`config.mk`:
```
export PLATFORM = sky130hd
export DESIGN_NAME = awspwl_div
export DESIGN_NICKNAME = d
export VERILOG_FILES = /design/src/design/adc_to_wind_speed_pwl_core_assert.svh /design/src/design/awspwl_pkg.sv /design/src/design/awspwl_div.sv
export SDC_FILE = /design/constraint.sdc
export NUM_CORES = 1
export LEC_CHECK = 0
export BUFFER_PORTS_ARGS = -buffer_cell sky130_fd_sc_hd__buf_2
export CORE_MARGIN = 1
export CORE_UTILIZATION = 40
export DETAILED_ROUTE_END_ITERATION = 16
export SYNTH_ARGS = -nofsm -noshare
export SYNTH_HDL_FRONTEND = slang
export SYNTH_SLANG_ARGS = --single-unit
export TNS_END_PERCENT = 1
```
`constraint.sdc`:
```
create_clock -name i_clk -period 6.1 [get_ports i_clk]
set_input_delay 0 -clock i_clk [delete_from_list [all_inputs] [get_ports i_clk]]
set_output_delay 0 -clock i_clk [all_outputs]
set_load 0.02 [all_outputs]
```
`src/design/adc_to_wind_speed_pwl_core_assert.svh`:
```
// assertion macros for the adc to wind speed converter
`ifndef ADC_TO_WIND_SPEED_PWL_CORE_ASSERT_SVH
`define ADC_TO_WIND_SPEED_PWL_CORE_ASSERT_SVH

// same-cycle implication, checked out of reset
`define AWS_ASSERT_IMP(lbl, ante, cons, msg) \
    lbl: assert property (@(posedge i_clk) disable iff (!i_rst_n) (ante) |-> (cons)) \
        else $error(msg);

// next-cycle implication, checked out of reset
`define AWS_ASSERT_NXT(lbl, ante, cons, msg) \
    lbl: assert property (@(posedge i_clk) disable iff (!i_rst_n) (ante) |=> (cons)) \
        else $error(msg);

`endif

```
`src/design/awspwl_pkg.sv`:
```
// shared types, constants and helpers for the adc to wind speed converter
package awspwl_pkg;

    localparam int Q_W        = 24;
    localparam int FRAC_W     = 16;
    localparam int SAMPLE_W   = 16;
    localparam int VPC_W      = 32;
    localparam int PIU_W      = 5;
    localparam int MAX_POINTS = 16;
    localparam int PT_IDX_W   = $clog2(MAX_POINTS);
    localparam int PROD_W     = SAMPLE_W + VPC_W;
    localparam int DIFF_W     = Q_W + 1;
    localparam int MUL_W      = DIFF_W + Q_W;
    localparam int NUM_W      = MUL_W + 1;
    localparam int DEN_W      = DIFF_W;
    localparam int DIV_BITS   = 2;
    localparam int DIV_STEPS  = Q_W / DIV_BITS;
    localparam int DIV_CNT_W  = $clog2(DIV_STEPS);

    localparam int CFG_IDX_W  = 1;
    localparam int CFG_DATA_W = VPC_W;

    localparam logic [CFG_IDX_W-1:0] CFG_VPC = CFG_IDX_W'(0);
    localparam logic [CFG_IDX_W-1:0] CFG_PIU = CFG_IDX_W'(1);

    localparam logic OP_WRITE   = 1'b0;
    localparam logic OP_CONVERT = 1'b1;

    localparam logic [VPC_W-1:0] VPC_RST = VPC_W'(4294967);
    localparam logic [PIU_W-1:0] PIU_RST = PIU_W'(15);

    localparam logic signed [Q_W-1:0] Q_MAX = {1'b0, {(Q_W-1){1'b1}}};
    localparam logic signed [Q_W-1:0] Q_MIN = {1'b1, {(Q_W-1){1'b0}}};

    typedef struct packed {
        logic signed [Q_W-1:0] volts;
        logic signed [Q_W-1:0] speed;
    } t_curve_entry;

    typedef struct packed {
        logic                  done;
        logic                  sat;
        logic signed [Q_W-1:0] quot;
    } t_div_res;

    // reset curve: entry i is i volts and 2i m/s
    function automatic t_curve_entry default_entry(input logic [PT_IDX_W-1:0] idx);
        t_curve_entry e;
        e.volts = Q_W'(idx) << FRAC_W;
        e.speed = Q_W'(idx) << (FRAC_W + 1);
        return e;
    endfunction

endpackage

```
`src/design/awspwl_div.sv`:
```
// signed divider, truncating toward zero, saturating to q8.16, two bits a cycle
module awspwl_div (
    input  logic                                   i_clk,
    input  logic                                   i_rst_n,
    input  logic                                   i_start,
    input  logic signed [awspwl_pkg::NUM_W-1:0]    i_num,
    input  logic signed [awspwl_pkg::DEN_W-1:0]    i_den,
    output awspwl_pkg::t_div_res                   o_res
);

    typedef enum logic [1:0] {D_IDLE, D_PREP, D_RUN, D_DONE} t_dstate;

    t_dstate                               r_state;
    logic                                  r_neg;
    logic                                  r_ovf;
    logic [awspwl_pkg::NUM_W-1:0]          r_mag_n;
    logic [awspwl_pkg::DEN_W-1:0]          r_mag_d;
    logic [awspwl_pkg::DEN_W-1:0]          r_rem;
    logic [awspwl_pkg::Q_W-1:0]            r_lo;
    logic [awspwl_pkg::DIV_CNT_W-1:0]      r_cnt;

    logic                                  w_ovf;
    logic [awspwl_pkg::DEN_W-1:0]          n_rem;
    logic [awspwl_pkg::Q_W-1:0]            n_lo;
    logic [awspwl_pkg::DEN_W:0]            v_t;
    logic [awspwl_pkg::DEN_W-1:0]          v_rem;
    logic [awspwl_pkg::Q_W-1:0]            v_lo;

    // quotient of 2^24 or more cannot fit
    assign w_ovf = r_mag_n >= awspwl_pkg::NUM_W'({r_mag_d, {awspwl_pkg::Q_W{1'b0}}});

    // restoring steps, msb first
    always_comb begin
        v_rem = r_rem;
        v_lo  = r_lo;
        v_t   = '0;
        for (int s = 0; s < awspwl_pkg::DIV_BITS; s++) begin
            v_t  = {v_rem, v_lo[awspwl_pkg::Q_W-1]};
            v_lo = {v_lo[awspwl_pkg::Q_W-2:0], 1'b0};
            if (v_t >= {1'b0, r_mag_d}) begin
                v_rem   = awspwl_pkg::DEN_W'(v_t - {1'b0, r_mag_d});
                v_lo[0] = 1'b1;
            end else begin
                v_rem = awspwl_pkg::DEN_W'(v_t);
            end
        end
        n_rem = v_rem;
        n_lo  = v_lo;
    end

    always_ff @(posedge i_clk) begin
        if (!i_rst_n) begin
            r_state <= D_IDLE;
            r_cnt   <= '0;
        end else begin
            unique case (r_state)
                D_IDLE: begin
                    if (i_start) begin
                        r_neg   <= i_num[awspwl_pkg::NUM_W-1] ^ i_den[awspwl_pkg::DEN_W-1];
                        r_mag_n <= i_num[awspwl_pkg::NUM_W-1] ? -i_num : i_num;
                        r_mag_d <= i_den[awspwl_pkg::DEN_W-1] ? -i_den : i_den;
                        r_state <= D_PREP;
                    end
                end
                D_PREP: begin
                    r_ovf   <= w_ovf;
                    r_rem   <= awspwl_pkg::DEN_W'(r_mag_n[awspwl_pkg::NUM_W-1:awspwl_pkg::Q_W]);
                    r_lo    <= r_mag_n[awspwl_pkg::Q_W-1:0];
                    r_cnt   <= '0;
                    r_state <= w_ovf ? D_DONE : D_RUN;
                end
                D_RUN: begin
                    r_rem <= n_rem;
                    r_lo  <= n_lo;
                    r_cnt <= r_cnt + 1'b1;
                    if (r_cnt == awspwl_pkg::DIV_CNT_W'(awspwl_pkg::DIV_STEPS - 1)) begin
                        r_state <= D_DONE;
                    end
                end
                D_DONE: begin
                    r_state <= D_IDLE;
                end
                default: begin
                    r_state <= D_IDLE;
                end
            endcase
        end
    end

    // sign and saturation of the magnitude quotient
    always_comb begin
        o_res.done = (r_state == D_DONE);
        o_res.sat  = 1'b0;
        o_res.quot = $signed(r_lo);
        if (r_ovf) begin
            o_res.sat  = 1'b1;
            o_res.quot = r_neg ? awspwl_pkg::Q_MIN : awspwl_pkg::Q_MAX;
        end else if (!r_neg) begin
            if (r_lo[awspwl_pkg::Q_W-1]) begin
                o_res.sat  = 1'b1;
                o_res.quot = awspwl_pkg::Q_MAX;
            end
        end else if (r_lo > awspwl_pkg::Q_MIN) begin
            o_res.sat  = 1'b1;
            o_res.quot = awspwl_pkg::Q_MIN;
        end else begin
            o_res.quot = -$signed(r_lo);
        end
    end

endmodule

```
# Word-level counts from Yosys, hierarchy flattened
# Index checks and enable logic that the tools add are counted.
[word_totals]
inputBits = 78
out_inout_bits = 26
ff_bits = 132
elab_cells = 52
[op_classes]
bitwise_logic = 1
order_cmp = 4
addsub = 6
n_eq_ne = 6
n_reduce_logical = 6
n_mux = 19
[ops]
columns = ["operator", "count"]
rows = [
  ["$mux 25", 5],
  ["$mux 24", 3],
  ["$ge 26x25->1", 2],
  ["$ge 50x49->1", 1],
  ["$neg 50->50", 1],
  ["$pmux 25 s2", 1],
  ["$sub 25x25->25", 2],
  ["$mux 49", 1],
  ["$pmux 24 s2", 1],
  ["$neg 25->25", 1],
  ["$gt 24x24->1 const B", 1],
  ["$neg 24->24", 1],
  ["$pmux 2 s4", 1],
  ["$pmux 4 s2", 1],
  ["$reduce_and 2->1", 3],
  ["$add 4x1->4 const B", 1],
  ["$eq 2x2->1 const B", 2],
  ["$eq 4x4->1 const B", 1],
  ["$mux 1", 4],
  ["$mux 2", 2],
  ["$ne 2x2->1 const B", 2],
  ["$reduce_and 3->1", 1],
  ["$eq 2x1->1 const B", 1],
  ["$logic_not 2->1", 1],
  ["2 further kinds", 2],
]

# Logic depth before layout (Yosys ltp)
[depth]
ltp_word = 5
ltp_mapped = 25
mapped_depth_nobuf = 21

# Worst setup path before layout
# No wires, ideal clock.
[synth_timing]
path_kind = "reg-to-reg"
start = "register r_rem[12] in the netlist's numbering"
end = "register r_rem[22] in the netlist's numbering, data pin"
n_path_buf = 4
arrival_ns = 5.357
stages_incl_launch_ff = 22
setup_slack_ns = 0.487
period_less_slack_ns = 5.613
setup_time_ns = 0.256
path_cell_list = "edfxtp_1 > ha_1 > clkbuf_1 > nand4_1 > or4_1 > o21a_1 > o31a_1 > nor2_1 > clkbuf_1 > buf_1 > a21oi_1 > ha_1 > a211oi_1 > nor2_1 > o311ai_0 > nand3_1 > a211oi_1 > nor4b_1 > or2_2 > clkbuf_1 > a31o_2 > a31o_2"
[synth_between]
elab_chain_cells = 5
[synth_rtl]
columns = ["item", "line", "rtl"]
rows = [
  ["start: declaration", "awspwl_div.sv:18", "logic [awspwl_pkg::DEN_W-1:0] r_rem;"],
  ["start signal: assignment", "awspwl_div.sv:67", "r_rem <= awspwl_pkg::DEN_W'(r_mag_n[awspwl_pkg::NUM_W-1:awspwl_pkg::Q_W]);"],
  ["start signal: assignment", "awspwl_div.sv:73", "r_rem <= n_rem;"],
  ["$sub 25x25->25 or $ge 26x25->1 (tied branches)", "awspwl_div.sv:41, awspwl_div.sv:40", ""],
  ["$mux 25 *", "awspwl_div.sv:40", "if (v_t >= {1'b0, r_mag_d}) begin"],
  ["$sub 25x25->25 or $ge 26x25->1 (tied branches)", "awspwl_div.sv:41, awspwl_div.sv:40", ""],
  ["$mux 25 *", "awspwl_div.sv:40", ""],
  ["$pmux 25 s2 *", "awspwl_div.sv:56", "unique case (r_state)"],
]
# Every way passes the cells marked *; elsewhere a longest branch is shown, timed or not.
# A chain may end at the register's enable or synchronous reset.

# Final worst setup path
[layout_timing]
start = "register r_lo[23] in the netlist's numbering"
end = "register r_rem[9] in the netlist's numbering, data pin"
[layout_between]
elab_chain_cells = 5
[layout_rtl]
columns = ["item", "line", "rtl"]
rows = [
  ["start: declaration", "awspwl_div.sv:19", "logic [awspwl_pkg::Q_W-1:0] r_lo;"],
  ["start signal: assignment", "awspwl_div.sv:68", "r_lo <= r_mag_n[awspwl_pkg::Q_W-1:0];"],
  ["start signal: assignment", "awspwl_div.sv:74", "r_lo <= n_lo;"],
  ["$sub 25x25->25 or $ge 26x25->1 (tied branches)", "awspwl_div.sv:41, awspwl_div.sv:40", ""],
  ["$mux 25 *", "awspwl_div.sv:40", ""],
  ["$sub 25x25->25 or $ge 26x25->1 (tied branches)", "awspwl_div.sv:41, awspwl_div.sv:40", ""],
  ["$mux 25 *", "awspwl_div.sv:40", ""],
  ["$pmux 25 s2 *", "awspwl_div.sv:56", ""],
]
# Marked as above.

==> reports/results.txt <==
clock share of power: 16.5%
CP Class: flip-flop to flip-flop
MaxCap Viol Count: 0
vias: 9761
Fin Setup TNS: 0 ns
Post-Synthesis Cells: 1178
final wirelength: 30700 um
commonest non-fill, non-tap cell in the layout: edfxtp_1
CTS max path bufs: 2
Final ANT Viol Nets: 0
Pleak: 5.10 nW
Mean Syn Cell Area: 9.15 um^2
Final Hold Fails: 0
Yosys reg bits: 132
clk_lat worst skew: 0.42 ns
# DRC: 0
Setup WS post-layout: 0.387 ns
Flop pwr share: 22.6%
YS warnings: 0
Achievable Freq: 0.175 GHz
final non-filler cell total: 1714
Syn Nets: 1341
synth-to-layout area growth: 22.7%
R2R cell count: 22
worst min path class: input pin to flip-flop
Final HPWL DP: 23200 um
GRT Residual Overflow: 0
RSZ-0062 raised after global routing: false
most frequent cells in the layout: edfxtp_1 (126), nand2_1 (108), buf_2 (103)
Power, Total: 6.43 mW
P_sw: 2.92 mW
post-route minimum period: 5.71 ns
Logic pwr share: 60.9%
Die Footprint: 27600 um^2
WL/cell: 17.9 um
Worst R2R Start: r_lo[23]$_DFFE_PP_
Placement Cell Area: 11900 um^2
final core occ: 50.3%
PwrDens: 486 nW/um^2
hold path startpoint: i_den[1]
initial core utilization: 41.0%
Placed Cells: 1608
IO Port Bufs: 103
vias per cell: 5.69
Clock transition at path regs: 0.06 ns
EDFF count, synth: 126
routability cong.: 0.985
Worst Path Required: 6.23 ns
Synth cell types: 64
fin. max-slew vios: 0
clock root buffer: clkbuf_16
CP startpoint kind: flip-flop
vias in the first global route: 9262
fraction of registers with async set/reset: 0%
register area share after synthesis: 36.2%
Tot GR Track Use: 22.3%
number of DRC markers in iteration 0: 807
Final Skew: 0.0103 ns
setup slack at placement: 0.201 ns
CTS HTree Levels: 4
total CTS buffers: 17
RR Endpoint: r_rem[9]$_DFFE_PP_
row cnt: 59
Post-Syn Area: 10800 um^2
initial antenna violation count: 0
core area: 26300 um^2
CTS sink count: 132
r2r setup slk: 0.39 ns
Int Power: 3.52 mW
largest net degree at the start of global routing: 77
depth of the worst hold-timing path: 3
worst vdd ir: 0.267 mV
Switching Fraction: 45.3%
period utilisation layout: 93.7%
ANT cells: 0
final layout net count: 1529
hold endpoint: r_mag_d[3]$_DFFE_PP_
outcome: complete, no violations
crit-path max FO: 17
ratio of cells with drive above 1 in the final layout: 17.1%
I/O pin count: 104
first-pass GRT wire length: 49300 um
hold_ws: 0.0643 ns
TritonCTS clock tree: yes
fill count: 2426
fin area: 13200 um^2
worst rel slew slack: 34.3%
Die Ht: 166 um
worst slew pin tran: 0.986 ns
Final setup viols: 0
die width: 166 um
TritonRoute pass-1 iters: 6
Critical Path AT: 5.84 ns
Post-synth top flop: edfxtp_1
Worst setup EP type: flip-flop
==> worst max-delay path: stages, from the launching register on <==
cell and delay, ns:
edfxtp_1 0.49, inv_2 0.17, ha_1 0.18, inv_1 0.05
fa_1 0.42, a21oi_1 0.19, o22ai_1 0.14, o31a_1 0.38
a211oi_4 0.42, nor2_2 0.17, a21oi_1 0.27, ha_1 0.33
a21oi_1 0.20, a21oi_1 0.14, o311ai_0 0.34, buf_4 0.18
nand3_1 0.13, a211oi_2 0.29, nor4b_1 0.12, or2_2 0.36
buf_12 0.17, nand2_1 0.11, o221ai_1 0.14
==> metal layers <==
metal  vias up  share of wire, %  global-route usage [%]
met5         -                 0                       0
met4         0               1.9                    6.58
met3        31               6.5                    3.43
met2       350                43                    33.6
met1      4553                49                    32.6
li1       4827                 -                       -
==> cells in the mapped netlist, types with 14 or more instances <==
master | number | area, um^2
a211oi_1 | 15 | 113
a21oi_1 | 81 | 405
a31oi_1 | 14 | 87.6
clkbuf_1 | 36 | 135
edfxtp_1 | 126 | 3780
ha_1 | 83 | 1040
inv_1 | 66 | 248
mux2_2 | 29 | 327
nand2_1 | 108 | 405
nand3_1 | 30 | 150
nand4_1 | 18 | 113
nor2_1 | 84 | 315
nor2b_1 | 17 | 106
nor3_1 | 25 | 125
o21a_1 | 14 | 105
o21ai_0 | 79 | 395
o311ai_0 | 21 | 184
o31ai_1 | 27 | 203
o41ai_1 | 15 | 131
or3_1 | 17 | 106
or4_1 | 15 | 113
xnor2_1 | 95 | 832
xor2_1 | 14 | 123
==> worst max path at each step <==
| stage | startpoint | to | slack, ns | cells after the start |
|---|---|---|---|---|
| finish | r_lo[23]$_DFFE_PP_ | r_rem[9]$_DFFE_PP_ | 0.39 | 22 |
| floorplan | r_rem[12]$_DFFE_PP_ | r_rem[22]$_DFFE_PP_ | 0.49 | 21 |
| CTS | r_lo[23]$_DFFE_PP_ | r_rem[9]$_DFFE_PP_ | 0.17 | 20 |
| global route | r_lo[23]$_DFFE_PP_ | r_rem[0]$_DFFE_PP_ | 0.006 | 22 |
| detailed placement | r_lo[23]$_DFFE_PP_ | r_rem[9]$_DFFE_PP_ | 0.20 | 20 |
| global placement | r_lo[23]$_DFFE_PP_ | r_rem[22]$_DFFE_PP_ | 0.36 | 19 |
==> state kept, by name, indices dropped and copies added (netlist names) <==
signal / count
r_neg: 1
r_cnt: 4
r_mag_d: 25
r_rem: 25
r_mag_n: 50
r_state: 2
r_lo: 24
r_ovf: 1
==> area by class of cell <==
class / instances / area (um^2) / area share (%)
clock buffer: 17 / 425 / 3.22
clock inverter: 15 / 190 / 1.44
inverter: 66 / 248 / 1.87
multi-input combinational: 938 / 6510 / 49.2
sequential: 132 / 3900 / 29.5
tap: 335 / 419 / 3.17
timing repair buffer: 211 / 1530 / 11.6
==> cells by family (layout without fill, tap and decap cells) <==
group           after synthesis  count (layout)  share of synthesized area (%)
simple gates                378             379                           17.6
compound gates              334             334                           20.3
flops                       132             132                           36.2
xor+xnor                    109             109                           8.85
buf+inv                     109             309                           3.79
fa+ha+maj                    85              85                           10.0
mux                          31              31                           3.21
==> power groups by stage <==
stage               clock, mW  sequential (mW)  combinational, mW
finish                   1.06             1.45               3.92
global route             1.12             1.48               4.31
CTS                      1.08             1.45               3.82
detailed placement          0             1.47               3.76
global placement            0             1.46               3.77
floorplan                   0             1.40               2.77
==> repair_timing <==
item / 4_1_cts / 5_1_grt
hold buffers: 72 / 0
resized for setup: 0 / 5
buffers inserted: 0 / 1
endpoints found under the hold margin: 79 / 0
setup endpoints to repair: 0 / 25
No activity file was read; power rests on OpenSTA's default activity.
